`config.mk`:
```
export PLATFORM = sky130hd
export DESIGN_NAME = btfp_ctrl
export DESIGN_NICKNAME = d
export VERILOG_FILES = /design/src/rtl/btfp_pkg.sv /design/src/rtl/btfp_ctrl.sv
export SDC_FILE = /design/constraint.sdc
export NUM_CORES = 1
export LEC_CHECK = 0
export BUFFER_PORTS_ARGS = -buffer_cell sky130_fd_sc_hd__buf_4
export CAP_MARGIN = 10
export CORE_AREA = 2 2 39 41
export DETAILED_ROUTE_END_ITERATION = 7
export DIE_AREA = 0 0 41 43
export GPL_ROUTABILITY_DRIVEN = 0
export GPL_TIMING_DRIVEN = 1
export SKIP_LAST_GASP = 1
export SYNTH_ARGS = -nofsm -noshare
export SYNTH_HDL_FRONTEND = slang
export SYNTH_SLANG_ARGS = --single-unit
```
`constraint.sdc`:
```
create_clock -name clk -period 3.4 [get_ports clk]
set_clock_uncertainty 0.1 [all_clocks]
set_input_delay 0.51 -clock clk [delete_from_list [all_inputs] [get_ports clk]]
set_output_delay 0.51 -clock clk [all_outputs]
set_load 0.02 [all_outputs]
```
`src/rtl/btfp_pkg.sv`:
```
package btfp_pkg;

    localparam int MAX_FRAME_DEF = 64;
    localparam int HEAD_KEEP_DEF = 34;
    localparam int CNT_W = 8;

    localparam logic [7:0] SOF_BYTE = 8'h6a;
    localparam logic [7:0] TYPE_STARTUP = 8'h2c;
    localparam logic [7:0] TYPE_TELEM = 8'h02;

    typedef enum logic [2:0] {
        KIND_IGNORED = 3'd0,
        KIND_SHORT_STARTUP = 3'd1,
        KIND_STARTUP = 3'd2,
        KIND_ACK = 3'd3,
        KIND_TELEM = 3'd4
    } kind_t;

    typedef struct packed {
        logic [7:0] in_byte;
        logic       frame_last;
    } in_item_t;

    typedef struct packed {
        logic [2:0]  frame_kind;
        logic        crc_ok;
        logic        send_handshake;
        logic [7:0]  resist_level;
        logic [7:0]  cadence_rpm;
        logic [15:0] speed_mm_s;
        logic [15:0] distance_raw;
        logic [15:0] energy_tenths;
        logic [7:0]  heart_bpm;
        logic [15:0] crank_count;
        logic [15:0] crank_time;
        logic [10:0] est_watts;
    } out_item_t;

    typedef struct packed {
        logic take_byte;
        logic start_finish;
        logic div_step;
        logic calc_step;
        logic publish;
    } cmd_t;

    typedef struct packed {
        logic last_byte;
        logic need_calc;
        logic div_done;
    } status_t;

    function automatic logic [12:0] power_entry(input logic [4:0] lvl, input logic [3:0] s);
        logic [12:0] r;
        begin
            r = 13'd0;
            case ({lvl, s})
                {5'd0,4'd1}: r = 10;   {5'd0,4'd2}: r = 22;   {5'd0,4'd3}: r = 48;
                {5'd0,4'd4}: r = 95;   {5'd0,4'd5}: r = 136;  {5'd0,4'd6}: r = 167;
                {5'd0,4'd7}: r = 226;  {5'd0,4'd8}: r = 263;  {5'd0,4'd9}: r = 292;
                {5'd0,4'd10}: r = 470;
                {5'd1,4'd1}: r = 13;   {5'd1,4'd2}: r = 30;   {5'd1,4'd3}: r = 54;
                {5'd1,4'd4}: r = 104;  {5'd1,4'd5}: r = 145;  {5'd1,4'd6}: r = 185;
                {5'd1,4'd7}: r = 246;  {5'd1,4'd8}: r = 276;  {5'd1,4'd9}: r = 335;
                {5'd1,4'd10}: r = 495;
                {5'd2,4'd1}: r = 15;   {5'd2,4'd2}: r = 37;   {5'd2,4'd3}: r = 67;
                {5'd2,4'd4}: r = 117;  {5'd2,4'd5}: r = 159;  {5'd2,4'd6}: r = 196;
                {5'd2,4'd7}: r = 261;  {5'd2,4'd8}: r = 308;  {5'd2,4'd9}: r = 352;
                {5'd2,4'd10}: r = 512;
                {5'd3,4'd1}: r = 16;   {5'd3,4'd2}: r = 47;   {5'd3,4'd3}: r = 75;
                {5'd3,4'd4}: r = 137;  {5'd3,4'd5}: r = 176;  {5'd3,4'd6}: r = 226;
                {5'd3,4'd7}: r = 290;  {5'd3,4'd8}: r = 369;  {5'd3,4'd9}: r = 426;
                {5'd3,4'd10}: r = 572;
                {5'd4,4'd1}: r = 18;   {5'd4,4'd2}: r = 52;   {5'd4,4'd3}: r = 80;
                {5'd4,4'd4}: r = 148;  {5'd4,4'd5}: r = 191;  {5'd4,4'd6}: r = 235;
                {5'd4,4'd7}: r = 325;  {5'd4,4'd8}: r = 375;  {5'd4,4'd9}: r = 508;
                {5'd4,4'd10}: r = 618;
                {5'd5,4'd1}: r = 19;   {5'd5,4'd2}: r = 57;   {5'd5,4'd3}: r = 87;
                {5'd5,4'd4}: r = 156;  {5'd5,4'd5}: r = 202;  {5'd5,4'd6}: r = 255;
                {5'd5,4'd7}: r = 335;  {5'd5,4'd8}: r = 396;  {5'd5,4'd9}: r = 521;
                {5'd5,4'd10}: r = 653;
                {5'd6,4'd1}: r = 20;   {5'd6,4'd2}: r = 62;   {5'd6,4'd3}: r = 95;
                {5'd6,4'd4}: r = 168;  {5'd6,4'd5}: r = 218;  {5'd6,4'd6}: r = 281;
                {5'd6,4'd7}: r = 370;  {5'd6,4'd8}: r = 428;  {5'd6,4'd9}: r = 578;
                {5'd6,4'd10}: r = 684;
                {5'd7,4'd1}: r = 21;   {5'd7,4'd2}: r = 68;   {5'd7,4'd3}: r = 108;
                {5'd7,4'd4}: r = 182;  {5'd7,4'd5}: r = 236;  {5'd7,4'd6}: r = 295;
                {5'd7,4'd7}: r = 400;  {5'd7,4'd8}: r = 476;  {5'd7,4'd9}: r = 605;
                {5'd7,4'd10}: r = 721;
                {5'd8,4'd1}: r = 22;   {5'd8,4'd2}: r = 73;   {5'd8,4'd3}: r = 115;
                {5'd8,4'd4}: r = 193;  {5'd8,4'd5}: r = 263;  {5'd8,4'd6}: r = 335;
                {5'd8,4'd7}: r = 453;  {5'd8,4'd8}: r = 518;  {5'd8,4'd9}: r = 667;
                {5'd8,4'd10}: r = 768;
                {5'd9,4'd1}: r = 24;   {5'd9,4'd2}: r = 79;   {5'd9,4'd3}: r = 127;
                {5'd9,4'd4}: r = 208;  {5'd9,4'd5}: r = 298;  {5'd9,4'd6}: r = 376;
                {5'd9,4'd7}: r = 522;  {5'd9,4'd8}: r = 562;  {5'd9,4'd9}: r = 735;
                {5'd9,4'd10}: r = 836;
                {5'd10,4'd1}: r = 26;  {5'd10,4'd2}: r = 85;  {5'd10,4'd3}: r = 135;
                {5'd10,4'd4}: r = 235; {5'd10,4'd5}: r = 336; {5'd10,4'd6}: r = 419;
                {5'd10,4'd7}: r = 551; {5'd10,4'd8}: r = 590; {5'd10,4'd9}: r = 786;
                {5'd10,4'd10}: r = 897;
                {5'd11,4'd1}: r = 27;  {5'd11,4'd2}: r = 91;  {5'd11,4'd3}: r = 142;
                {5'd11,4'd4}: r = 256; {5'd11,4'd5}: r = 354; {5'd11,4'd6}: r = 453;
                {5'd11,4'd7}: r = 573; {5'd11,4'd8}: r = 628; {5'd11,4'd9}: r = 813;
                {5'd11,4'd10}: r = 950;
                {5'd12,4'd1}: r = 29;  {5'd12,4'd2}: r = 96;  {5'd12,4'd3}: r = 168;
                {5'd12,4'd4}: r = 291; {5'd12,4'd5}: r = 375; {5'd12,4'd6}: r = 496;
                {5'd12,4'd7}: r = 625; {5'd12,4'd8}: r = 690; {5'd12,4'd9}: r = 847;
                {5'd12,4'd10}: r = 993;
                {5'd13,4'd1}: r = 30;  {5'd13,4'd2}: r = 100; {5'd13,4'd3}: r = 223;
                {5'd13,4'd4}: r = 312; {5'd13,4'd5}: r = 403; {5'd13,4'd6}: r = 518;
                {5'd13,4'd7}: r = 650; {5'd13,4'd8}: r = 700; {5'd13,4'd9}: r = 926;
                {5'd13,4'd10}: r = 1082;
                {5'd14,4'd1}: r = 32;  {5'd14,4'd2}: r = 104; {5'd14,4'd3}: r = 240;
                {5'd14,4'd4}: r = 366; {5'd14,4'd5}: r = 425; {5'd14,4'd6}: r = 563;
                {5'd14,4'd7}: r = 740; {5'd14,4'd8}: r = 850; {5'd14,4'd9}: r = 982;
                {5'd14,4'd10}: r = 1235;
                {5'd15,4'd1}: r = 35;  {5'd15,4'd2}: r = 109; {5'd15,4'd3}: r = 251;
                {5'd15,4'd4}: r = 385; {5'd15,4'd5}: r = 476; {5'd15,4'd6}: r = 654;
                {5'd15,4'd7}: r = 830; {5'd15,4'd8}: r = 930; {5'd15,4'd9}: r = 1148;
                {5'd15,4'd10}: r = 1368;
                {5'd16,4'd1}: r = 37;  {5'd16,4'd2}: r = 115; {5'd16,4'd3}: r = 260;
                {5'd16,4'd4}: r = 410; {5'd16,4'd5}: r = 532; {5'd16,4'd6}: r = 716;
                {5'd16,4'd7}: r = 900; {5'd16,4'd8}: r = 1000; {5'd16,4'd9}: r = 1217;
                {5'd16,4'd10}: r = 1492;
                {5'd17,4'd1}: r = 40;  {5'd17,4'd2}: r = 121; {5'd17,4'd3}: r = 275;
                {5'd17,4'd4}: r = 436; {5'd17,4'd5}: r = 560; {5'd17,4'd6}: r = 823;
                {5'd17,4'd7}: r = 1010; {5'd17,4'd8}: r = 1136; {5'd17,4'd9}: r = 1430;
                {5'd17,4'd10}: r = 1628;
                {5'd18,4'd1}: r = 42;  {5'd18,4'd2}: r = 127; {5'd18,4'd3}: r = 297;
                {5'd18,4'd4}: r = 467; {5'd18,4'd5}: r = 642; {5'd18,4'd6}: r = 879;
                {5'd18,4'd7}: r = 1092; {5'd18,4'd8}: r = 1289; {5'd18,4'd9}: r = 1540;
                {5'd18,4'd10}: r = 1723;
                {5'd19,4'd1}: r = 45;  {5'd19,4'd2}: r = 137; {5'd19,4'd3}: r = 320;
                {5'd19,4'd4}: r = 500; {5'd19,4'd5}: r = 718; {5'd19,4'd6}: r = 956;
                {5'd19,4'd7}: r = 1138; {5'd19,4'd8}: r = 1356; {5'd19,4'd9}: r = 1650;
                {5'd19,4'd10}: r = 1850;
                {5'd20,4'd1}: r = 47;  {5'd20,4'd2}: r = 149; {5'd20,4'd3}: r = 345;
                {5'd20,4'd4}: r = 542; {5'd20,4'd5}: r = 770; {5'd20,4'd6}: r = 1007;
                {5'd20,4'd7}: r = 1270; {5'd20,4'd8}: r = 1476; {5'd20,4'd9}: r = 1800;
                {5'd20,4'd10}: r = 2000;
                {5'd21,4'd1}: r = 50;  {5'd21,4'd2}: r = 158; {5'd21,4'd3}: r = 365;
                {5'd21,4'd4}: r = 583; {5'd21,4'd5}: r = 834; {5'd21,4'd6}: r = 1101;
                {5'd21,4'd7}: r = 1360; {5'd21,4'd8}: r = 1681; {5'd21,4'd9}: r = 1960;
                {5'd21,4'd10}: r = 2135;
                {5'd22,4'd1}: r = 56;  {5'd22,4'd2}: r = 170; {5'd22,4'd3}: r = 395;
                {5'd22,4'd4}: r = 643; {5'd22,4'd5}: r = 888; {5'd22,4'd6}: r = 1234;
                {5'd22,4'd7}: r = 1540; {5'd22,4'd8}: r = 1820; {5'd22,4'd9}: r = 2100;
                {5'd22,4'd10}: r = 2350;
                {5'd23,4'd1}: r = 61;  {5'd23,4'd2}: r = 182; {5'd23,4'd3}: r = 440;
                {5'd23,4'd4}: r = 707; {5'd23,4'd5}: r = 999; {5'd23,4'd6}: r = 1333;
                {5'd23,4'd7}: r = 1660; {5'd23,4'd8}: r = 1980; {5'd23,4'd9}: r = 2300;
                {5'd23,4'd10}: r = 2535;
                {5'd24,4'd1}: r = 68;  {5'd24,4'd2}: r = 194; {5'd24,4'd3}: r = 490;
                {5'd24,4'd4}: r = 790; {5'd24,4'd5}: r = 1088; {5'd24,4'd6}: r = 1472;
                {5'd24,4'd7}: r = 1850; {5'd24,4'd8}: r = 2170; {5'd24,4'd9}: r = 2552;
                {5'd24,4'd10}: r = 2780;
                {5'd25,4'd1}: r = 76;  {5'd25,4'd2}: r = 220; {5'd25,4'd3}: r = 548;
                {5'd25,4'd4}: r = 880; {5'd25,4'd5}: r = 1270; {5'd25,4'd6}: r = 1670;
                {5'd25,4'd7}: r = 2120; {5'd25,4'd8}: r = 2440; {5'd25,4'd9}: r = 2870;
                {5'd25,4'd10}: r = 3050;
                {5'd26,4'd1}: r = 87;  {5'd26,4'd2}: r = 260; {5'd26,4'd3}: r = 620;
                {5'd26,4'd4}: r = 1000; {5'd26,4'd5}: r = 1450; {5'd26,4'd6}: r = 1900;
                {5'd26,4'd7}: r = 2420; {5'd26,4'd8}: r = 2810; {5'd26,4'd9}: r = 3151;
                {5'd26,4'd10}: r = 3500;
                {5'd27,4'd1}: r = 92;  {5'd27,4'd2}: r = 300; {5'd27,4'd3}: r = 710;
                {5'd27,4'd4}: r = 1144; {5'd27,4'd5}: r = 1616; {5'd27,4'd6}: r = 2151;
                {5'd27,4'd7}: r = 2751; {5'd27,4'd8}: r = 3170; {5'd27,4'd9}: r = 3585;
                {5'd27,4'd10}: r = 3900;
                {5'd28,4'd1}: r = 98;  {5'd28,4'd2}: r = 360; {5'd28,4'd3}: r = 825;
                {5'd28,4'd4}: r = 1345; {5'd28,4'd5}: r = 1953; {5'd28,4'd6}: r = 2525;
                {5'd28,4'd7}: r = 3137; {5'd28,4'd8}: r = 3600; {5'd28,4'd9}: r = 4203;
                {5'd28,4'd10}: r = 4600;
                {5'd29,4'd1}: r = 105; {5'd29,4'd2}: r = 430; {5'd29,4'd3}: r = 950;
                {5'd29,4'd4}: r = 1571; {5'd29,4'd5}: r = 2284; {5'd29,4'd6}: r = 3001;
                {5'd29,4'd7}: r = 3741; {5'd29,4'd8}: r = 4038; {5'd29,4'd9}: r = 4878;
                {5'd29,4'd10}: r = 5400;
                {5'd30,4'd1}: r = 125; {5'd30,4'd2}: r = 480; {5'd30,4'd3}: r = 993;
                {5'd30,4'd4}: r = 1622; {5'd30,4'd5}: r = 2329; {5'd30,4'd6}: r = 3104;
                {5'd30,4'd7}: r = 4003; {5'd30,4'd8}: r = 4355; {5'd30,4'd9}: r = 5305;
                {5'd30,4'd10}: r = 5890;
                {5'd31,4'd1}: r = 130; {5'd31,4'd2}: r = 530; {5'd31,4'd3}: r = 1020;
                {5'd31,4'd4}: r = 1703; {5'd31,4'd5}: r = 2420; {5'd31,4'd6}: r = 3200;
                {5'd31,4'd7}: r = 4279; {5'd31,4'd8}: r = 4752; {5'd31,4'd9}: r = 5700;
                {5'd31,4'd10}: r = 6250;
                default: r = 13'd0;
            endcase
            return r;
        end
    endfunction

endpackage

```
`src/rtl/btfp_ctrl.sv`:
```
module btfp_ctrl
(
    input  logic                clk,
    input  logic                rst_n,
    input  logic                in_valid,
    output logic                in_ready,
    output logic                out_valid,
    input  logic                out_ready,
    output btfp_pkg::cmd_t      cmd,
    input  btfp_pkg::status_t   status
);
    import btfp_pkg::*;

    typedef enum logic [2:0] {
        S_IDLE,
        S_CLASSIFY,
        S_DIVIDE,
        S_CALC,
        S_PUBLISH
    } state_t;

    state_t state_reg, state_next;
    logic   out_valid_reg, out_valid_next;

    // The input is taken only while idle; a waiting result is held in the output register.
    assign in_ready  = (state_reg == S_IDLE) && !(out_valid_reg && status.last_byte);
    assign out_valid = out_valid_reg;

    always_comb
    begin
        state_next = state_reg;
        out_valid_next = out_valid_reg;
        cmd = '0;
        if (out_valid_reg && out_ready)
        begin
            out_valid_next = 1'b0;
        end
        case (state_reg)
            S_IDLE:
            begin
                if (in_valid && in_ready)
                begin
                    cmd.take_byte = 1'b1;
                    if (status.last_byte)
                    begin
                        state_next = S_CLASSIFY;
                    end
                end
            end
            S_CLASSIFY:
            begin
                cmd.start_finish = 1'b1;
                state_next = status.need_calc ? S_DIVIDE : S_PUBLISH;
            end
            S_DIVIDE:
            begin
                cmd.div_step = 1'b1;
                if (status.div_done)
                begin
                    state_next = S_CALC;
                end
            end
            S_CALC:
            begin
                cmd.calc_step = 1'b1;
                state_next = S_PUBLISH;
            end
            S_PUBLISH:
            begin
                if (!out_valid_reg || out_ready)
                begin
                    cmd.publish = 1'b1;
                    out_valid_next = 1'b1;
                    state_next = S_IDLE;
                end
            end
            default:
            begin
                state_next = S_IDLE;
            end
        endcase
    end

    always_ff @(posedge clk or negedge rst_n)
    begin
        if (!rst_n)
        begin
            state_reg <= S_IDLE;
            out_valid_reg <= 1'b0;
        end
        else
        begin
            state_reg <= state_next;
            out_valid_reg <= out_valid_next;
        end
    end

endmodule

```
==> results by stage <==
Yosys:
- The commonest register cell after synthesis is dfrtp_1.
- The cell area after synthesis is 234.0 um2.
- Synthesis produced a netlist with a net count of 30.
- After synthesis, the mean cell area works out to 10.17 um2.
- The number of standard cells after synthesis is 23.
- For this run, asynchronously set or reset flops after synthesis account for 100.0%.
- The flip-flop and latch count after synthesis is 4.
- The netlist uses 16 different library cells.
- For this run, the number of Yosys warnings is 0.
- In this run, synthesis inferred 0 flip-flops with an integrated enable.
- The share of the Yosys chip area taken by registers is 42.78%.

Worst setup path:
- The element type at the critical path start is a register.
- The data arrival at the endpoint of the critical path is 1.40 ns.
- The worst setup path is captured at an output pin.
- Measured in cells, the most critical reg-to-reg path has a length of 2.
- The worst register-to-register path ends at state_reg[2].
- The required time of the critical path is 2.79 ns.
- In this run the critical register-to-register path is launched from state_reg[1].
- The critical path is of the register to output pin type.
- The top fanout value on the critical path is 9.
- In this run the register-to-register setup slack is 2.17 ns.

Clock network:
- The count of cells resized by post-cts repair is 0.
- The total clock sinks is 4.
- CTS placed an instance of clkbuf_4 at the clock tree root.
- Clock latency on the worst-skew pair, taken at its later pin, is 0.23 ns.
- The post-CTS setup repair buffer count is 0.
- CTS built an H-tree with a depth of 1.
- The maximum buffer depth of the clock tree is 2.
- The CTS tree is built.
- The post-CTS clock slew at the launch and capture registers of the worst setup and hold paths is 0.04 ns.
- In this run, CTS created clock tree buffers numbering 3.

Drt:
- The detailed-route via count is 231.
- In the final routed layout, each cell accounts on average for 9.518 um.
- The remaining routing DRC violations is 0.
- In this run the remaining antenna-violating nets after routing total 0.
- The routed design has 533 um of wire.
- The average vias per placed instance is 4.125.
- The length of routed wiring on met1 is 233 um.
- The detailed router finished its first iteration with 2 violations.
- The first detailed-routing pass took 2 iterations.
- The uppermost signal routing layer after detailed routing is met3.
- The routed length on met3 is 63 um.
- The amount of wire on met2 after detailed routing is 236 um.

Hold path:
- Counting instances, the worst hold path has a depth of 1.
- In this run the most critical hold path is launched from state_reg[2].
- The path class of the lowest-slack min-delay path is register to register.
- The path with the worst hold slack has its endpoint at state_reg[1].

Final layout:
- The final net count is 49.
- In the final layout, the share of cells above drive strength 1 is 50.00%.
- The area of all sequential standard cells is 100.1 um2.
- The growth of design area from synthesis to finish is 64.17%.
- The number of flip-flops under the largest register name is 3.
- The repair_antennas step left the layout with diodes totalling 0.
- The library cell used most frequently in the layout, excluding fill and tap cells, is buf_4.
- After filler insertion, the fill cell instance count of the layout stands at 155.
- At the end of the flow the core is filled with cells to 27.76%.
- In the layout the commonest cells are buf_4, dfrtp_1, clkbuf_4.
- Summing all multi-input logic gate instances after layout gives 130.1 um2.

Timing:
- The count of final max-slew check failures is 0.
- Derived from the worst setup path, the maximum achievable clock frequency is 0.4967 GHz.
- For the final routed database, the setup TNS stands at 0 ns.
- In the finished design, the share of the clock period the worst path needs comes to 59.22%.
- Setup repair after global routing left no endpoint under its margin.
- The total count of hold-check failures in the final report was 0.
- The clock period minus worst slack is 2.013 ns.
- Setup violations remaining at the end of the flow were counted as 0.
- The slew at the pin closest to its max-slew limit is 0.2992 ns.
- The worst pin sits at a relative slew slack of 80.01%.

Place:
- The wire-length estimate of the detail-placed layout is 400.6 um.
- The count of buffers from port buffering is 13.

Floorplan:
- The area enclosed by the die boundary is 0.001763 mm2.
- The die is 43 um tall.
- The number of placement rows is 14.
- In this run the count of I/O pins placed on the die edge is 14.
- Measured along the x axis, the die boundary spans 41 um.
- The effective utilization at floorplan is 16.91%.
- The core region is 0.001384 mm2.

Power and ir drop:
- The maximum vdd drop is 0.0003260 V.
- The analysis attributes to cell leakage a power of 0.1801 nW.
- The power density of the placed cells is 875.5 mW/mm2.

Global route:
- The remaining global-route overflow is 0.
- The maximum number of pins on one net before global-route repair is 10.
- The first global-routing pass estimated 765 um of wire.
- The number of antenna violations at the first check in global routing is 0.
- The global-route usage over all layers is 7.366%.
- The via count of the first global-routing pass is 208.

Run:
- The total of max-cap violations is 0.

Status:
- The flow ran to the end, and the final reports show no timing, DRC or antenna violations.
## power breakdown
| part | switching [mW] | total, mW | internal, mW |
|---|---|---|---|
| logic | 0.0878 | 0.178 | 0.0907 |
| registers | 0.0342 | 0.101 | 0.0664 |
| clock network | 0.0178 | 0.0572 | 0.0394 |
| total | 0.140 | 0.336 | 0.196 |
## layer usage
metal	vias up	GRT usage [%]
met5	-	0
met4	0	8.000
met3	0	3.141
met2	12	8.750
met1	100	8.824
li1	119	-
## worst max path at each step
stage / from / to / slack (ns) / cells after the start
after floorplan: status[2] / cmd[4] / 1.30 / 2
after global placement: status[2] / cmd[4] / 1.49 / 4
after detailed placement: status[2] / cmd[4] / 1.48 / 4
after CTS: state_reg[1] / cmd[0] / 1.37 / 3
after global routing: state_reg[1] / cmd[0] / 1.33 / 3
final: state_reg[1] / cmd[0] / 1.39 / 3
## cells in the mapped netlist, types with 2 or more instances
library cell  n  area [um2]
nand2_1       2       7.510
nor2_1        2       7.510
dfrtp_1       4       100.1
nand2b_1      2       12.51
nor2b_1       2       12.51
## layout make-up
type	instances	area share [%]
Timing Repair Buffer	14	28.01
Tap cell	16	5.212
Sequential cell	4	26.06
Clock buffer	3	5.863
Multi-Input combinational cell	18	33.88
Inverter	1	0.9772
## cells by family after synthesis
logic type	synth area share [%]
compound gates	17.11
buf+inv	1.603
flops	42.78
simple gates	38.50
## stage by stage
step                setup WS, ns  std cells  hold WS [ns]  total power [mW]  instance area, um2
global placement           1.491         52        0.2087            0.2782               351.6
detailed placement         1.477         52        0.2076            0.2810               351.6
floorplan                  1.302         23        0.1144            0.2057               234.0
CTS                        1.369         56        0.4489            0.3433               384.1
global route               1.328         56        0.4630            0.3602               384.1
finish                     1.387         56        0.4426            0.3363               384.1
## critical path, stage by stage (launching register included)
cell,delay [ns]
dfrtp_1,0.47
or3b_4,0.45
nor2b_1,0.11
buf_4,0.14
## repair_timing
| item | 4_1_cts | 5_1_grt |
|---|---|---|
| setup endpoints to repair | 0 | 0 |
| hold endpoints to repair | 4 | 0 |
| hold buffers | 1 | 0 |
Power figures use the tool's default switching activity.
